## src/sv/lpg_pkg.sv

```systemverilog
package lpg_pkg;

    localparam int COORD_W   = 7;
    localparam int ENDPT_W   = 8;
    localparam int ERR_W     = 10;
    localparam int CFG_IDX_W = 1;

    localparam logic [CFG_IDX_W-1:0] REG_LIMIT_X = 1'd0;
    localparam logic [CFG_IDX_W-1:0] REG_LIMIT_Y = 1'd1;

    localparam logic [COORD_W-1:0] LIMIT_X_RST = 7'd127;
    localparam logic [COORD_W-1:0] LIMIT_Y_RST = 7'd63;

    typedef enum logic {
        ACT_START   = 1'b0,
        ACT_ADVANCE = 1'b1
    } action_t;

    typedef struct packed {
        action_t                    action;
        logic signed [ENDPT_W-1:0]  from_x;
        logic signed [ENDPT_W-1:0]  from_y;
        logic signed [ENDPT_W-1:0]  to_x;
        logic signed [ENDPT_W-1:0]  to_y;
    } cmd_t;

    typedef struct packed {
        logic               pixel_valid;
        logic [COORD_W-1:0] pixel_x;
        logic [COORD_W-1:0] pixel_y;
        logic               last;
    } pixel_t;

    // Clamp a signed endpoint coordinate to 0..lim
    function automatic logic [COORD_W-1:0] clamp_coord(
        input logic signed [ENDPT_W-1:0] v,
        input logic [COORD_W-1:0]        lim
    );
        logic [COORD_W-1:0] res;
        if (v[ENDPT_W-1])
            res = '0;
        else if (v[COORD_W-1:0] > lim)
            res = lim;
        else
            res = v[COORD_W-1:0];
        return res;
    endfunction

endpackage

```

## src/sv/line_pixel_generator.sv

```systemverilog
// Line pixel generator: walks a straight line between two endpoints with the
// all-octant Bresenham error term and hands out one pixel per request.
// cmd channel (valid/ready): action start loads from_x/from_y/to_x/to_y and
// yields the first pixel; action advance yields the next pixel of the line.
// A start with both columns <= 0 or both rows <= 0 is rejected. Every request
// gives exactly one result; pixel_valid is 0 (other fields 0) for a rejected
// start or an advance with no active line. last marks the line's endpoint.
// Endpoints clamp to 0..limit_x / 0..limit_y, written on the cfg port (index 0
// limit_x, index 1 limit_y). The user must write them only while no request is
// in flight; the block does not enforce it. An accepted request passes through
// an input register, then one pass of the step logic into the result register
// that drives result_valid.
// Throughput: one request per cycle while result_ready is high; the error-term
// update that each request feeds back into the line state is combinational.
// If result_ready is low, the result register holds, the next request waits
// in the input register and cmd_ready drops only when both are full.
// Reset clears the line state and both stage valids; limits return to 127/63.
module line_pixel_generator (
    input  logic                          clk,
    input  logic                          rst_n,
    input  logic                          cfg_we,
    input  logic [lpg_pkg::CFG_IDX_W-1:0] cfg_index,
    input  logic [lpg_pkg::COORD_W-1:0]   cfg_data,
    input  logic                          cmd_valid,
    output logic                          cmd_ready,
    input  lpg_pkg::cmd_t                 cmd,
    output logic                          result_valid,
    input  logic                          result_ready,
    output lpg_pkg::pixel_t               result
);
    import lpg_pkg::*;

    logic   cmd_valid_reg;
    cmd_t   cmd_reg;
    logic   result_valid_reg;
    pixel_t result_reg;
    pixel_t step_pixel;
    logic   advance;

    // move the held request into the result register when it has room
    assign advance   = cmd_valid_reg && (!result_valid_reg || result_ready);
    assign cmd_ready = !cmd_valid_reg || advance;

    lpg_core u_core (
        .clk       (clk),
        .rst_n     (rst_n),
        .cfg_we    (cfg_we),
        .cfg_index (cfg_index),
        .cfg_data  (cfg_data),
        .fire      (advance),
        .cmd       (cmd_reg),
        .pixel     (step_pixel)
    );

    always_ff @(posedge clk or negedge rst_n)
    begin
        if (!rst_n)
        begin
            cmd_valid_reg    <= 1'b0;
            result_valid_reg <= 1'b0;
        end
        else
        begin
            if (cmd_ready)
                cmd_valid_reg <= cmd_valid;
            if (advance)
                result_valid_reg <= 1'b1;
            else if (result_ready)
                result_valid_reg <= 1'b0;
        end
    end

    always_ff @(posedge clk)
    begin
        if (cmd_ready && cmd_valid)
            cmd_reg <= cmd;
        if (advance)
            result_reg <= step_pixel;
    end

    assign result_valid = result_valid_reg;
    assign result       = result_reg;

endmodule

```

## src/sv/lpg_core.sv

```systemverilog
module lpg_core (
    input  logic                          clk,
    input  logic                          rst_n,
    input  logic                          cfg_we,
    input  logic [lpg_pkg::CFG_IDX_W-1:0] cfg_index,
    input  logic [lpg_pkg::COORD_W-1:0]   cfg_data,
    input  logic                          fire,
    input  lpg_pkg::cmd_t                 cmd,
    output lpg_pkg::pixel_t               pixel
);
    import lpg_pkg::*;

    logic [COORD_W-1:0]       limit_x_reg, limit_y_reg;
    logic                     busy_reg, busy_next;
    logic [COORD_W-1:0]       cur_x_reg, cur_x_next, cur_y_reg, cur_y_next;
    logic [COORD_W-1:0]       end_x_reg, end_x_next, end_y_reg, end_y_next;
    logic                     step_left_reg, step_left_next, step_up_reg, step_up_next;
    logic [COORD_W-1:0]       span_x_reg, span_x_next;
    logic signed [ENDPT_W-1:0] neg_span_y_reg, neg_span_y_next;
    logic signed [ERR_W-1:0]  err_reg, err_next;

    // start-time values
    logic                      is_start, line_ok;
    logic [COORD_W-1:0]        s_cx, s_cy, s_ex, s_ey;
    logic signed [ENDPT_W-1:0] dx, dy, ndx;
    logic [COORD_W-1:0]        s_span;
    logic signed [ENDPT_W-1:0] s_nsy;
    logic signed [ERR_W-1:0]   s_err;

    // operands of the pixel step
    logic [COORD_W-1:0]        cx, cy, ex, ey, sx;
    logic                      left, up;
    logic signed [ENDPT_W-1:0] nsy;
    logic signed [ERR_W-1:0]   err, nsy_e, sx_e, add_x, add_y, err_step;
    logic signed [ERR_W:0]     de, nsy_w, sx_w;
    logic                      x_hit, y_hit, stop_x, stop, x_move, y_move, emit;

    assign is_start = fire && (cmd.action == ACT_START);
    assign line_ok  = ((cmd.from_y > 0) || (cmd.to_y > 0)) &&
                      ((cmd.from_x > 0) || (cmd.to_x > 0));

    assign s_cx = clamp_coord(cmd.from_x, limit_x_reg);
    assign s_cy = clamp_coord(cmd.from_y, limit_y_reg);
    assign s_ex = clamp_coord(cmd.to_x, limit_x_reg);
    assign s_ey = clamp_coord(cmd.to_y, limit_y_reg);

    assign dx     = $signed({1'b0, s_ex}) - $signed({1'b0, s_cx});
    assign dy     = $signed({1'b0, s_ey}) - $signed({1'b0, s_cy});
    assign ndx    = -dx;
    assign s_span = dx[ENDPT_W-1] ? ndx[COORD_W-1:0] : dx[COORD_W-1:0];
    assign s_nsy  = dy[ENDPT_W-1] ? dy : -dy;
    assign s_err  = $signed({{(ERR_W-COORD_W){1'b0}}, s_span}) +
                    $signed({{(ERR_W-ENDPT_W){s_nsy[ENDPT_W-1]}}, s_nsy});

    // on start, step from the freshly loaded line
    assign cx   = is_start ? s_cx : cur_x_reg;
    assign cy   = is_start ? s_cy : cur_y_reg;
    assign ex   = is_start ? s_ex : end_x_reg;
    assign ey   = is_start ? s_ey : end_y_reg;
    assign sx   = is_start ? s_span : span_x_reg;
    assign nsy  = is_start ? s_nsy : neg_span_y_reg;
    assign left = is_start ? dx[ENDPT_W-1] : step_left_reg;
    assign up   = is_start ? dy[ENDPT_W-1] : step_up_reg;
    assign err  = is_start ? s_err : err_reg;

    assign de    = {err, 1'b0};
    assign nsy_w = $signed({{(ERR_W+1-ENDPT_W){nsy[ENDPT_W-1]}}, nsy});
    assign sx_w  = $signed({{(ERR_W+1-COORD_W){1'b0}}, sx});
    assign nsy_e = $signed({{(ERR_W-ENDPT_W){nsy[ENDPT_W-1]}}, nsy});
    assign sx_e  = $signed({{(ERR_W-COORD_W){1'b0}}, sx});

    assign x_hit  = (de >= nsy_w);
    assign stop_x = x_hit && (cx == ex);
    assign x_move = x_hit && !stop_x;
    assign y_hit  = !stop_x && (de <= sx_w);
    assign stop   = stop_x || (y_hit && (cy == ey));
    assign y_move = y_hit && (cy != ey);

    assign add_x    = x_move ? nsy_e : '0;
    assign add_y    = y_move ? sx_e : '0;
    assign err_step = err + add_x + add_y;

    assign emit = is_start ? line_ok : (fire && busy_reg);

    always_comb
    begin
        pixel = '0;
        if (emit)
        begin
            pixel.pixel_valid = 1'b1;
            pixel.pixel_x     = cx;
            pixel.pixel_y     = cy;
            pixel.last        = stop;
        end
    end

    always_comb
    begin
        busy_next       = busy_reg;
        cur_x_next      = cur_x_reg;
        cur_y_next      = cur_y_reg;
        end_x_next      = end_x_reg;
        end_y_next      = end_y_reg;
        step_left_next  = step_left_reg;
        step_up_next    = step_up_reg;
        span_x_next     = span_x_reg;
        neg_span_y_next = neg_span_y_reg;
        err_next        = err_reg;
        if (is_start && !line_ok)
            busy_next = 1'b0;
        else if (emit)
        begin
            end_x_next      = ex;
            end_y_next      = ey;
            step_left_next  = left;
            step_up_next    = up;
            span_x_next     = sx;
            neg_span_y_next = nsy;
            busy_next       = !stop;
            // on the final pixel keep the position, drop the pending move
            cur_x_next = cx;
            cur_y_next = cy;
            err_next   = err;
            if (!stop)
            begin
                if (x_move)
                    cur_x_next = left ? cx - 1'b1 : cx + 1'b1;
                if (y_move)
                    cur_y_next = up ? cy - 1'b1 : cy + 1'b1;
                err_next = err_step;
            end
        end
    end

    always_ff @(posedge clk or negedge rst_n)
    begin
        if (!rst_n)
        begin
            limit_x_reg    <= LIMIT_X_RST;
            limit_y_reg    <= LIMIT_Y_RST;
            busy_reg       <= 1'b0;
            cur_x_reg      <= '0;
            cur_y_reg      <= '0;
            end_x_reg      <= '0;
            end_y_reg      <= '0;
            step_left_reg  <= 1'b0;
            step_up_reg    <= 1'b0;
            span_x_reg     <= '0;
            neg_span_y_reg <= '0;
            err_reg        <= '0;
        end
        else
        begin
            if (cfg_we && (cfg_index == REG_LIMIT_X))
                limit_x_reg <= cfg_data;
            if (cfg_we && (cfg_index == REG_LIMIT_Y))
                limit_y_reg <= cfg_data;
            busy_reg       <= busy_next;
            cur_x_reg      <= cur_x_next;
            cur_y_reg      <= cur_y_next;
            end_x_reg      <= end_x_next;
            end_y_reg      <= end_y_next;
            step_left_reg  <= step_left_next;
            step_up_reg    <= step_up_next;
            span_x_reg     <= span_x_next;
            neg_span_y_reg <= neg_span_y_next;
            err_reg        <= err_next;
        end
    end

endmodule

```

## config.mk

```make
export PLATFORM = sky130hd
export DESIGN_NAME = line_pixel_generator
export DESIGN_NICKNAME = d
export VERILOG_FILES = /design/src/sv/lpg_pkg.sv /design/src/sv/line_pixel_generator.sv /design/src/sv/lpg_core.sv
export SDC_FILE = /design/constraint.sdc
export NUM_CORES = 1
export LEC_CHECK = 0
export BUFFER_PORTS_ARGS = -buffer_cell sky130_fd_sc_hd__buf_4
export CAP_MARGIN = 25
export CORE_MARGIN = 2
export CORE_UTILIZATION = 55
export CTS_CLUSTER_SIZE = 30
export DETAILED_ROUTE_END_ITERATION = 10
export MAX_ROUTING_LAYER = met4
export PLACE_DENSITY_LB_ADDON = 0.08
export SLEW_MARGIN = 15
export SYNTH_ARGS = -nofsm -noshare
export SYNTH_HDL_FRONTEND = slang
export SYNTH_SLANG_ARGS = --single-unit
```

## constraint.sdc

```tcl
create_clock -name clk -period 20.1 [get_ports clk]
set_input_delay 4.02 -clock clk [delete_from_list [all_inputs] [get_ports clk]]
set_output_delay 4.02 -clock clk [all_outputs]
set_load 0.01 [all_outputs]
```

==> impl_metrics.env <==
export IMPL_reg2regPathDepth=54
export IMPL_hold_viol=0
export IMPL_core_um2=16400
export IMPL_ys_seq_elements=121
export IMPL_root_buffer="clkbuf_16"
export IMPL_cts_buffers=17
export IMPL_antenna_left=0
export IMPL_drc_errors=0
export IMPL_clkSinkCount=121
export IMPL_rrSetupSlack_ps=8910
export IMPL_synth_nets=1109
export IMPL_via_per_inst=5.81
export IMPL_start_kind="flop"
export IMPL_vdd_ir_drop_worst_v=0.000105
export IMPL_slew_violations=0
export IMPL_yosys_area_share_simple_pct=17.0
export IMPL_ys_seq_area_share_pct=35.9
export IMPL_worst_slew_pin_slew_ps=987
export IMPL_crit_reg2reg_launch="u_core.limit_y_reg[1]"
export IMPL_synth_fa_ha_area_share_pct=14.4
export IMPL_p_leak_uw=0.00463
export IMPL_cts_hold_repair_buffers=0
export IMPL_setup_violations=0
export IMPL_diodes=0
export IMPL_ys_warn_count=0
export IMPL_synthTopCellsByArea="dfrtp_1, edfxtp_1, ha_1, nand2_1, dfstp_2"
export IMPL_syn2layout_area_growth_pct=13.5
export IMPL_cts_tree="built"
export IMPL_syn_area_um2=9160
export IMPL_slew_headroom_pct=33.7
export IMPL_antenna_found_initial=0
export IMPL_avgRoutedWirePerCell_um=17.6
export IMPL_h_tree_depth=4
export IMPL_cp_common_cell="o21ai_0"
export IMPL_critPathLaunch="u_core.limit_y_reg[1]"
export IMPL_synth_most_common_cell="nand2_1"
export IMPL_crit_path_top_delay_cell="a21oi_1"
export IMPL_p_per_area_nw_per_um2=168
export IMPL_tns_ps=0
export IMPL_finalCritPeriodShare_pct=55.7
export IMPL_first_pass_iters=5
export IMPL_cts_setup_buffers=0
export IMPL_postRouteWirelength_mm=22.1
export IMPL_dpl_cell_count=1218
export IMPL_synth_area_leader_cell="dfrtp_1"
export IMPL_drive_gt1_share_pct=17.0
export IMPL_synth_top_area_share_pct=16.1
export IMPL_grt_pass1_vias=7178
export IMPL_grtUsageTotal_pct=27.3
export IMPL_largest_reg_flops=33
export IMPL_io_buffers=63
export IMPL_arrival_ps=11470
export IMPL_initial_core_util_pct=55.8
export IMPL_instances_no_fill=1252
export IMPL_hold_class="reg -> reg"
export IMPL_synth_xor_area_share_pct=5.44
export IMPL_cap_violations=0
export IMPL_netlist_instances=965
export IMPL_syn_avg_cell_area_um2=9.49
export IMPL_die_w_um=133
export IMPL_post_dp_hpwl_mm=16.4
export IMPL_synth_compound_area_share_pct=18.0
export IMPL_path_clk_slew_ps=60
export IMPL_critPathCapture="u_core.err_reg[9]"
export IMPL_dieArea_um2=17700
export IMPL_timing_hold_ws_ps=479
export IMPL_min_period_ps=11190
export IMPL_placementRows=47
export IMPL_r2r_end="u_core.err_reg[9]"
export IMPL_nets=1163
export IMPL_drt_iter0_drc=560
export IMPL_worst_setup_path_end_kind="flop"
export IMPL_clk_path_buf_depth=2
export IMPL_cp_required_ps=20380
export IMPL_grt_overflow=0
export IMPL_synthTopCellsByCount="nand2_1, ha_1, o21ai_0"
export IMPL_muxShareOfSynthArea_pct=5.29
export IMPL_fmax_mhz=89.4
export IMPL_grt_first_pass_wirelength_mm=36.8
export IMPL_clock_latency_ps=430
export IMPL_vias=7279
export IMPL_crit_type="reg -> reg"
export IMPL_cp_max_fo=8
export IMPL_rsz0062_at_grt="no"
export IMPL_synth_top_family_by_area="compound AO/OA/AOI/OAI gates"
export IMPL_status="complete, no violations"
export IMPL_synth_distinct_cells=77
export IMPL_ys_flop_type="dfrtp_1"
export IMPL_io_pins=64
export IMPL_synthArstFlopShare_pct=59.5
export IMPL_synth_edf_count=49
export IMPL_critical_path_max_stage_delay_ps=560
export IMPL_cts_resized=0
export IMPL_grt_max_degree=89
export IMPL_finClkSkew_ps=14.9
export IMPL_gp_congestion=0.882
export IMPL_die_h_um=133
## cell usage in the layout, fill, tap and decap left out, drive strengths merged, types with 12 or more instances in the layout
cell type,n
inv,64
o31ai,23
and2,18
nand2b,16
nor2,61
o21ai,75
a21o,20
mux2i,33
nand3,13
ha,86
edfxtp,49
dfstp,13
clkbuf,18
a21oi,51
xnor2,34
dfrtp,59
nor4,20
xor2,22
fa,12
nand2,129
or2,15
buf,70
a221o,12
## worst min path at each step
stage	from	cells past startpoint	slack, ps	endpoint
floorplan	u_core.end_x_reg[4]	2	450	u_core.end_x_reg[4]
global placement	u_core.span_x_reg[6]	2	460	u_core.span_x_reg[6]
detailed placement	u_core.end_y_reg[1]	2	460	u_core.end_y_reg[1]
CTS	u_core.end_y_reg[1]	2	480	u_core.end_y_reg[1]
global route	u_core.end_y_reg[6]	2	500	u_core.end_y_reg[6]
finish	u_core.end_y_reg[1]	2	480	u_core.end_y_reg[1]
## per-layer routing
| metal | wire length (um) | vias to the layer above | track usage, % |
|---|---|---|---|
| met2 | 10300 | 177 | 41.8 |
| li1 | - | 3576 | - |
| met5 | 0 | - | - |
| met4 | 807 | 0 | 12.0 |
| met3 | 912 | 52 | 4.56 |
| met1 | 10100 | 3474 | 35.7 |
## worst max-delay path, delay by kind of cell (launching register included)
family | cells | cell delay, ps
xor gates and xnor gates | 3 | 470
DFF | 1 | 550
buffers and inverters | 3 | 180
muxes | 1 | 360
adders and majority gates | 7 | 2210
and+or+nand+nor | 14 | 2440
AOI/OAI and AO/OA | 26 | 4800
## cell type report
type                            count  area (um^2)
Inverter                           58          218
Tap cell                          220          275
Clock inverter                     14          111
Multi-Input combinational cell    751         5520
Sequential cell                   121         3290
Fill cell                        1404         6010
Clock buffer                       18          439
Timing Repair Buffer               70          543
## cells by family after synthesis
family / after synthesis
AND/OR/NAND/NOR: 317
AO/OA/AOI/OAI: 237
flip-flops: 121
adder cells (fa/ha/maj): 98
buffers and inverters: 93
XOR/XNOR: 56
multiplexers: 43
## power breakdown
group,internal (uW),switching [uW],total (uW)
combinational,447,654,1100
clock,163,124,287
sequential,321,38.2,360
## metrics by stage
stage	setup slack (ps)	util, %	instance area, um^2	power (uW)
finish	8910	63.4	10400	1750
global route	7650	63.4	10400	1910
global placement	9250	59.8	9810	1430
CTS	8880	63.1	10400	1750
floorplan	9010	-	9160	1210
detailed placement	8930	59.8	9810	1450
No activity file was read; power rests on OpenSTA's default activity.
